`config.mk`:
```
export PLATFORM = sky130hd
export DESIGN_NAME = fixed_frame_ascii_decimal_parser_unit
export DESIGN_NICKNAME = d
export VERILOG_FILES = /design/src/ffdp_pkg.sv /design/src/ffdp_front.sv /design/src/ffdp_queue.sv /design/src/ffdp_back.sv /design/src/fixed_frame_ascii_decimal_parser_unit.sv
export SDC_FILE = /design/constraint.sdc
export NUM_CORES = 1
export LEC_CHECK = 0
export ABC_AREA = 1
export BUFFER_PORTS_ARGS = -buffer_cell sky130_fd_sc_hd__buf_2
export CORE_ASPECT_RATIO = 1.5
export CORE_UTILIZATION = 57
export DETAILED_ROUTE_END_ITERATION = 10
export PLACE_DENSITY_LB_ADDON = 0.12
export SYNTH_ARGS = -nofsm -noshare
export SYNTH_HDL_FRONTEND = slang
export SYNTH_SLANG_ARGS = --single-unit
```
`constraint.sdc`:
```
create_clock -name clk -period 3.9 [get_ports clk]
set_clock_uncertainty 0.05 [all_clocks]
set_input_delay 0 -clock clk [delete_from_list [all_inputs] [get_ports clk]]
set_output_delay 0 -clock clk [all_outputs]
set_load 0.03 [all_outputs]
```
`src/ffdp_pkg.sv`:
```
// ffdp_pkg: shared constants and types for the fixed-frame decimal parser.
// Used by the front, queue, back and top-level modules. No dependencies.
`default_nettype none

package ffdp_pkg;

    // Frame geometry and character constants
    localparam int PAYLOAD_DIGITS = 5;
    localparam int DIGIT_CNT_W    = $clog2(PAYLOAD_DIGITS + 1);
    localparam logic [7:0] ASCII_ZERO = 8'h30;

    // Configuration register indexes
    localparam int CFG_INDEX_W = 2;
    localparam logic [CFG_INDEX_W-1:0] CFG_START_BYTE = 2'd0;
    localparam logic [CFG_INDEX_W-1:0] CFG_END_BYTE   = 2'd1;

    // Queue between front and back
    localparam int QUEUE_DEPTH = 2;
    localparam int QPTR_W      = (QUEUE_DEPTH > 1) ? $clog2(QUEUE_DEPTH) : 1;
    localparam int QCNT_W      = $clog2(QUEUE_DEPTH + 1);

    // Operation codes handed from front to back
    typedef enum logic [1:0] {
        OP_TYPE  = 2'd0,   // latch command type, clear accumulator
        OP_DIGIT = 2'd1,   // accumulate one payload digit
        OP_EMIT  = 2'd2    // end byte matched: deliver result
    } op_kind_t;

    typedef struct packed {
        op_kind_t   kind;
        logic [7:0] data;
    } op_t;

    typedef struct packed {
        logic empty;
        logic full;
    } q_status_t;

endpackage

`default_nettype wire

```
`src/ffdp_front.sv`:
```
// ffdp_front: configuration registers and frame phase tracking.
// Classifies each accepted byte into an operation for the back end. Uses ffdp_pkg.
`default_nettype none

module ffdp_front (
    input  wire logic                               clk,
    input  wire logic                               rst_n,
    input  wire logic                               cfg_we,
    input  wire logic [ffdp_pkg::CFG_INDEX_W-1:0]   cfg_index,
    input  wire logic [7:0]                         cfg_data,
    input  wire logic                               accept,
    input  wire logic [7:0]                         rx_byte,
    output logic                                    push,
    output ffdp_pkg::op_t                           push_op
);

    typedef enum logic [1:0] {
        PH_HUNT,
        PH_TYPE,
        PH_DIGITS,
        PH_END
    } phase_t;

    phase_t                             phase_reg;
    phase_t                             phase_next;
    logic [ffdp_pkg::DIGIT_CNT_W-1:0]   count_reg;
    logic [ffdp_pkg::DIGIT_CNT_W-1:0]   count_next;
    logic [7:0]                         start_byte_reg;
    logic [7:0]                         end_byte_reg;

    // Configuration writes; other indexes are ignored
    always_ff @(posedge clk or negedge rst_n)
    begin
        if (!rst_n)
        begin
            start_byte_reg <= 8'h00;
            end_byte_reg   <= 8'h00;
        end
        else if (cfg_we)
        begin
            if (cfg_index == ffdp_pkg::CFG_START_BYTE)
                start_byte_reg <= cfg_data;
            else if (cfg_index == ffdp_pkg::CFG_END_BYTE)
                end_byte_reg <= cfg_data;
        end
    end

    // Byte classification and next phase
    always_comb
    begin
        phase_next   = phase_reg;
        count_next   = count_reg;
        push         = 1'b0;
        push_op.kind = ffdp_pkg::OP_DIGIT;
        push_op.data = rx_byte;
        if (accept)
        begin
            unique case (phase_reg)
                PH_HUNT:
                begin
                    if (rx_byte == start_byte_reg)
                    begin
                        count_next = '0;
                        phase_next = PH_TYPE;
                    end
                end
                PH_TYPE:
                begin
                    push         = 1'b1;
                    push_op.kind = ffdp_pkg::OP_TYPE;
                    phase_next   = PH_DIGITS;
                end
                PH_DIGITS:
                begin
                    push         = 1'b1;
                    push_op.kind = ffdp_pkg::OP_DIGIT;
                    count_next   = count_reg + 1'b1;
                    if (count_reg ==
                        ffdp_pkg::DIGIT_CNT_W'(ffdp_pkg::PAYLOAD_DIGITS - 1))
                        phase_next = PH_END;
                end
                PH_END:
                begin
                    // mismatch: byte dropped, back to hunting
                    push         = (rx_byte == end_byte_reg);
                    push_op.kind = ffdp_pkg::OP_EMIT;
                    phase_next   = PH_HUNT;
                end
            endcase
        end
    end

    always_ff @(posedge clk or negedge rst_n)
    begin
        if (!rst_n)
        begin
            phase_reg <= PH_HUNT;
            count_reg <= '0;
        end
        else
        begin
            phase_reg <= phase_next;
            count_reg <= count_next;
        end
    end

endmodule

`default_nettype wire

```
`src/ffdp_queue.sv`:
```
// ffdp_queue: short operation queue between front and back ends.
// Register-based FIFO of ffdp_pkg::op_t entries. Uses ffdp_pkg.
`default_nettype none

module ffdp_queue (
    input  wire logic           clk,
    input  wire logic           rst_n,
    input  wire logic           push,
    input  wire ffdp_pkg::op_t  push_op,
    input  wire logic           pop,
    output ffdp_pkg::op_t       head_op,
    output ffdp_pkg::q_status_t status
);

    ffdp_pkg::op_t                  entry_reg [ffdp_pkg::QUEUE_DEPTH];
    logic [ffdp_pkg::QPTR_W-1:0]    wr_ptr_reg;
    logic [ffdp_pkg::QPTR_W-1:0]    rd_ptr_reg;
    logic [ffdp_pkg::QCNT_W-1:0]    count_reg;
    logic                           do_push;
    logic                           do_pop;

    assign status.empty = (count_reg == '0);
    assign status.full  = (count_reg == ffdp_pkg::QCNT_W'(ffdp_pkg::QUEUE_DEPTH));
    assign do_push      = push && !status.full;
    assign do_pop       = pop && !status.empty;
    assign head_op      = entry_reg[rd_ptr_reg];

    // Entry storage
    always_ff @(posedge clk)
    begin
        if (do_push)
            entry_reg[wr_ptr_reg] <= push_op;
    end

    // Pointers and fill count
    always_ff @(posedge clk or negedge rst_n)
    begin
        if (!rst_n)
        begin
            wr_ptr_reg <= '0;
            rd_ptr_reg <= '0;
            count_reg  <= '0;
        end
        else
        begin
            if (do_push)
            begin
                if (wr_ptr_reg == ffdp_pkg::QPTR_W'(ffdp_pkg::QUEUE_DEPTH - 1))
                    wr_ptr_reg <= '0;
                else
                    wr_ptr_reg <= wr_ptr_reg + 1'b1;
            end
            if (do_pop)
            begin
                if (rd_ptr_reg == ffdp_pkg::QPTR_W'(ffdp_pkg::QUEUE_DEPTH - 1))
                    rd_ptr_reg <= '0;
                else
                    rd_ptr_reg <= rd_ptr_reg + 1'b1;
            end
            if (do_push && !do_pop)
                count_reg <= count_reg + 1'b1;
            else if (do_pop && !do_push)
                count_reg <= count_reg - 1'b1;
        end
    end

endmodule

`default_nettype wire

```
`src/ffdp_back.sv`:
```
// ffdp_back: executes queued operations: type latch, decimal accumulate, emit.
// Holds the result output register. Uses ffdp_pkg.
`default_nettype none

module ffdp_back (
    input  wire logic           clk,
    input  wire logic           rst_n,
    input  wire ffdp_pkg::op_t  head_op,
    input  wire logic           head_valid,
    output logic                pop,
    output logic                out_valid,
    input  wire logic           out_stall,
    output logic [7:0]          frame_type,
    output logic [31:0]         frame_value,
    output logic                value_is_zero
);

    logic [7:0]     type_reg;
    logic [31:0]    acc_reg;
    logic [31:0]    acc_next;
    logic           out_valid_reg;
    logic           out_free;
    logic [31:0]    acc_times10;
    logic [7:0]     frame_type_reg;
    logic [31:0]    frame_value_reg;
    logic           value_is_zero_reg;

    assign out_free = !out_valid_reg || !out_stall;

    // Only an emit has to wait for the output register
    assign pop = head_valid && ((head_op.kind != ffdp_pkg::OP_EMIT) || out_free);

    // acc * 10 as two shifts, wraps modulo 2^32
    assign acc_times10 = {acc_reg[28:0], 3'b000} + {acc_reg[30:0], 1'b0};

    always_comb
    begin
        acc_next = acc_reg;
        if (pop)
        begin
            unique case (head_op.kind)
                ffdp_pkg::OP_TYPE:  acc_next = '0;
                ffdp_pkg::OP_DIGIT: acc_next = acc_times10 + {24'h000000, head_op.data}
                                             - {24'h000000, ffdp_pkg::ASCII_ZERO};
                ffdp_pkg::OP_EMIT:  acc_next = acc_reg;
                default:            acc_next = acc_reg;
            endcase
        end
    end

    // Working registers
    always_ff @(posedge clk or negedge rst_n)
    begin
        if (!rst_n)
        begin
            type_reg <= 8'h00;
            acc_reg  <= '0;
        end
        else
        begin
            acc_reg <= acc_next;
            if (pop && (head_op.kind == ffdp_pkg::OP_TYPE))
                type_reg <= head_op.data;
        end
    end

    // Result output register
    always_ff @(posedge clk or negedge rst_n)
    begin
        if (!rst_n)
            out_valid_reg <= 1'b0;
        else if (pop && (head_op.kind == ffdp_pkg::OP_EMIT))
            out_valid_reg <= 1'b1;
        else if (!out_stall)
            out_valid_reg <= 1'b0;
    end

    always_ff @(posedge clk)
    begin
        if (pop && (head_op.kind == ffdp_pkg::OP_EMIT))
        begin
            frame_type_reg    <= type_reg;
            frame_value_reg   <= acc_reg;
            value_is_zero_reg <= (acc_reg == '0);
        end
    end

    assign out_valid     = out_valid_reg;
    assign frame_type    = frame_type_reg;
    assign frame_value   = frame_value_reg;
    assign value_is_zero = value_is_zero_reg;

endmodule

`default_nettype wire

```
`src/fixed_frame_ascii_decimal_parser_unit.sv`:
```
// fixed_frame_ascii_decimal_parser_unit: top level of the serial frame parser.
// Instantiates ffdp_front, ffdp_queue and ffdp_back; uses ffdp_pkg.
//
//  Channel  | Handshake             | Payload
//  ---------+-----------------------+----------------------------------------
//  config   | cfg_we                | cfg_index[1:0], cfg_data[7:0]
//  input    | in_valid / in_stall   | rx_byte[7:0]
//  result   | out_valid / out_stall | frame_type[7:0], frame_value[31:0],
//           |                       | value_is_zero
//
// One byte is accepted every cycle while the two-entry operation queue has room.
// out_valid rises after the end byte is accepted and passes the queue entry, then the
// output register; the emit waits in the queue while a held result is stalled.
// The back end retires one operation per cycle unless an emit waits on a held
// result, so in_stall rises only while out_stall holds.
// Reset clears phase, digit count, queue, accumulator and both config registers.
`default_nettype none

module fixed_frame_ascii_decimal_parser_unit (
    input  wire logic                               clk,
    input  wire logic                               rst_n,
    input  wire logic                               cfg_we,
    input  wire logic [ffdp_pkg::CFG_INDEX_W-1:0]   cfg_index,
    input  wire logic [7:0]                         cfg_data,
    input  wire logic                               in_valid,
    output logic                                    in_stall,
    input  wire logic [7:0]                         rx_byte,
    output logic                                    out_valid,
    input  wire logic                               out_stall,
    output logic [7:0]                              frame_type,
    output logic [31:0]                             frame_value,
    output logic                                    value_is_zero
);

    logic                   accept;
    logic                   push;
    ffdp_pkg::op_t          push_op;
    logic                   pop;
    ffdp_pkg::op_t          head_op;
    ffdp_pkg::q_status_t    q_status;

    assign in_stall = q_status.full;
    assign accept   = in_valid && !in_stall;

    ffdp_front u_front (
        .clk       (clk),
        .rst_n     (rst_n),
        .cfg_we    (cfg_we),
        .cfg_index (cfg_index),
        .cfg_data  (cfg_data),
        .accept    (accept),
        .rx_byte   (rx_byte),
        .push      (push),
        .push_op   (push_op)
    );

    ffdp_queue u_queue (
        .clk     (clk),
        .rst_n   (rst_n),
        .push    (push),
        .push_op (push_op),
        .pop     (pop),
        .head_op (head_op),
        .status  (q_status)
    );

    ffdp_back u_back (
        .clk           (clk),
        .rst_n         (rst_n),
        .head_op       (head_op),
        .head_valid    (!q_status.empty),
        .pop           (pop),
        .out_valid     (out_valid),
        .out_stall     (out_stall),
        .frame_type    (frame_type),
        .frame_value   (frame_value),
        .value_is_zero (value_is_zero)
    );

    // Queue status is never both full and empty
    assert property (@(posedge clk) disable iff (!rst_n)
        !(q_status.full && q_status.empty))
        else $error("queue reports full and empty together");

    // Zero flag agrees with the delivered value
    assert property (@(posedge clk) disable iff (!rst_n)
        out_valid |-> (value_is_zero == (frame_value == 32'h0)))
        else $error("value_is_zero disagrees with frame_value");

    // Input stall only arises while a result is held back downstream
    assert property (@(posedge clk) disable iff (!rst_n)
        in_stall |-> (out_valid && $past(out_stall)))
        else $error("input stalled without output back-pressure");

    // A non-emit operation at the queue head never waits
    assert property (@(posedge clk) disable iff (!rst_n)
        (!q_status.empty && head_op.kind != ffdp_pkg::OP_EMIT) |-> pop)
        else $error("back end failed to retire a non-emit operation");

endmodule

`default_nettype wire
```
==> run metrics <==
status=completed; Vias/cell=5.041; DRT Pass-1 Iters=5; placer congestion estimate=between 0.9 and 1; worst min path class=in -> reg; initial core utilization=0.5811; CP Buf/Inv Count=3; synth unique cells=35; All-Layer GR Usage=0.2824; post-route ant nets=0; Root Driver=clkbuf_16; kind of cell adding the most delay to the critical path=adder cells; setup TNS=0 ns; DIE WIDTH=99.52 µm; commonest non-fill, non-tap cell in the layout=nand2_1; final WL=between 15000 and 20000 µm; Post-Syn Area=8132 µm²; CTS Sinks=about 130; Max Slew Vio Count=0; drt wl/cell=~15 µm; Max Clock Freq=282.1 MHz; Tmin final=between 3 and 4 ns; Largest stage delay, worst path=between 0.6 and 0.7 ns; Syn-to-layout area delta=15.93%; # fillers=between 1000 and 1500; CTS resizes=0; hpwl dp=around 15000 µm; syn_nets=1131; RSZ-0062 raised after global routing=false; required time of the worst setup path=4.15 ns; worst-path fanout max=11; final period utilization=0.9089; CTS tree=done; fin nets=1229; Clk Latency, worst-skew pair=roughly 0.42 ns; Slew headroom=0.4212; clk slew on worst S/H paths=approximately 0.060 ns; DRT iter0 DRCs=338; core region area=between 10000 and 15000 µm²; Most common cell on crit path=nand2_1; Worst setup SP type=flop; # IOs=66; most frequent cells in the layout=312 x nand2_1, 217 x inv_1, 89 x ha_1; critical-path cell list=mux2i_1 -> fa_1 -> inv_1 -> ha_1 -> ha_1 -> inv_1 -> fa_1 -> inv_1 -> nand3_1 -> nand3_1 -> nand2_1 -> nand2_1 -> nand2_1 -> nand3_1 -> nand2_1 -> nand3_1 -> nand2_1; Post CTS Setup Buffer Count=0; Yosys warning total=0; hold path startpoint=cfg_we; flop2flop setup slack=about 0.36 ns; sink of the worst hold path=u_front.start_byte_reg[5]$_DFFE_PN0P_; initial antenna violation count=0; DR vias=~6600; Max Cap Viol=0; IO Port Bufs=65; sequential share of the synthesized area=0.4284; Setup Crit Path Kind=reg -> reg; CP Data Arrival Time=roughly 3.8 ns; Worst Tran Pin Value=approximately 0.87 ns; final setup fails=0; CP max-delay cell=dfrtp_1; row cnt=between 50 and 60; hold buffer count at CTS=19; reg2reg path depth=17; RR Endpoint=u_back.acc_reg[27]$_DFFE_PN0P_; Primary FF master, synth=dfrtp_1; Setup crit end kind=flop; Num CTS Buffers=17; asr flop ratio synth=0.5197; largest net degree at the start of global routing=35; # DRC=0; die area=approximately 15000 µm²; number of synthesized flops with an enable pin=between 60 and 70; r2r startpoint=u_queue.rd_ptr_reg$_DFFE_PN0P_; CP Depth=17; Mapped Cells=1013; final hold vios=0; CTS H-Tree Depth=4; grt total ovfl=0; Avg Cell Area, Syn=between 8 and 9 µm²; clock buffer depth=2; Synth Register Bits=between 100 and 150; Die Span Y=approximately 150 µm; layout cell share with drive strength beyond 1=0.1033; vias in the first global route=6706; diode count=0; worst hold path cell count=4; first-pass GRT wire length=roughly 31000 µm
-- area by class of cell --
class	instances	area, µm²	area share
inverter	221	830.8	0.08813
clock inverter	11	107.6	0.01141
clock buffer	20	467.9	0.04964
multi-input combinational	656	3751	0.3979
tap	192	240.2	0.02548
sequential	127	3483	0.3695
timing repair buffer	88	545.5	0.05787
-- worst max-delay path by stage --
| stage | start | to | slack (ns) |
|---|---|---|---|
| 2_1_floorplan | u_queue.rd_ptr_reg$_DFFE_PN0P_ | u_back.acc_reg[31]$_DFFE_PN0P_ | 0.89 |
| 5_1_grt | u_queue.rd_ptr_reg$_DFFE_PN0P_ | u_back.acc_reg[25]$_DFFE_PN0P_ | 0.05 |
| 3_3_place_gp | u_queue.rd_ptr_reg$_DFFE_PN0P_ | u_back.acc_reg[25]$_DFFE_PN0P_ | 0.45 |
| 4_1_cts | u_queue.rd_ptr_reg$_DFFE_PN0P_ | u_back.acc_reg[25]$_DFFE_PN0P_ | 0.39 |
| 6_report | u_queue.rd_ptr_reg$_DFFE_PN0P_ | u_back.acc_reg[27]$_DFFE_PN0P_ | 0.36 |
| 3_5_place_dp | u_queue.rd_ptr_reg$_DFFE_PN0P_ | u_back.acc_reg[25]$_DFFE_PN0P_ | 0.39 |
-- cells by family (layout without fill, tap and decap cells) --
| kind of cell | after synthesis | after routing | share of synthesized area |
|---|---|---|---|
| xor gates and xnor gates | 17 | 17 | 0.01831 |
| adders and majority gates | 95 | 95 | 0.1517 |
| buffers and inverters | 230 | 340 | 0.1103 |
| and+or+nand+nor | 450 | 450 | 0.2260 |
| AOI/OAI and AO/OA | 89 | 89 | 0.05909 |
| muxes | 5 | 5 | 0.006155 |
| DFF | 127 | 127 | 0.4284 |
-- synth_stat cells (3+ instances only) --
cell type  instances  area [µm²]
o22ai_1            4       25.02
nor4_1             7       43.79
o21ai_0           35       175.2
nor2_1            60       225.2
or2_2              6       37.54
buf_6              3       33.78
ha_1              89        1114
a21oi_1           23       115.1
xor2_1             6       52.55
inv_1            218       818.3
o21ai_1           22       110.1
nand3_1           45       225.2
xnor2_1           11       96.34
fa_1               6       120.1
nand2_1          312        1171
nand4_1            8       50.05
dfrtp_1           66        1652
nand2_2            3       18.77
edfxtp_1          61        1832
mux2i_1            5       50.05
-- metal layers --
metal / GRT usage / wire, µm
met5: 0 / 0
met4: 0.1691 / 974
met3: 0.03665 / 573
met2: 0.5549 / 10830
met1: 0.2741 / 7034
-- metrics by stage --
stage | setup slack [ns] | instance area [µm²] | hold slack, ns | cells | util
2_1_floorplan | 0.8929 | 8132 | -0.3456 | 1013 | -
3_3_place_gp | 0.4509 | 8661 | 0.1081 | 1265 | 0.6190
3_5_place_dp | 0.3939 | 8661 | 0.1041 | 1265 | 0.6190
4_1_cts | 0.3872 | 9427 | 0.1557 | 1315 | 0.6737
5_1_grt | 0.04901 | 9427 | 0.2572 | 1315 | 0.6737
6_report | 0.3554 | 9427 | 0.1390 | 1315 | 0.6737
-- worst min-delay path, stage by stage --
cell and delay [ns]:
buf_2 0.09, nand2_1 0.28, nand2_1 0.13, o21ai_0 0.06
Power is left out: the tool's default activity adds up to more than one toggle a clock period on the data nets, which glitch-free logic cannot reach.
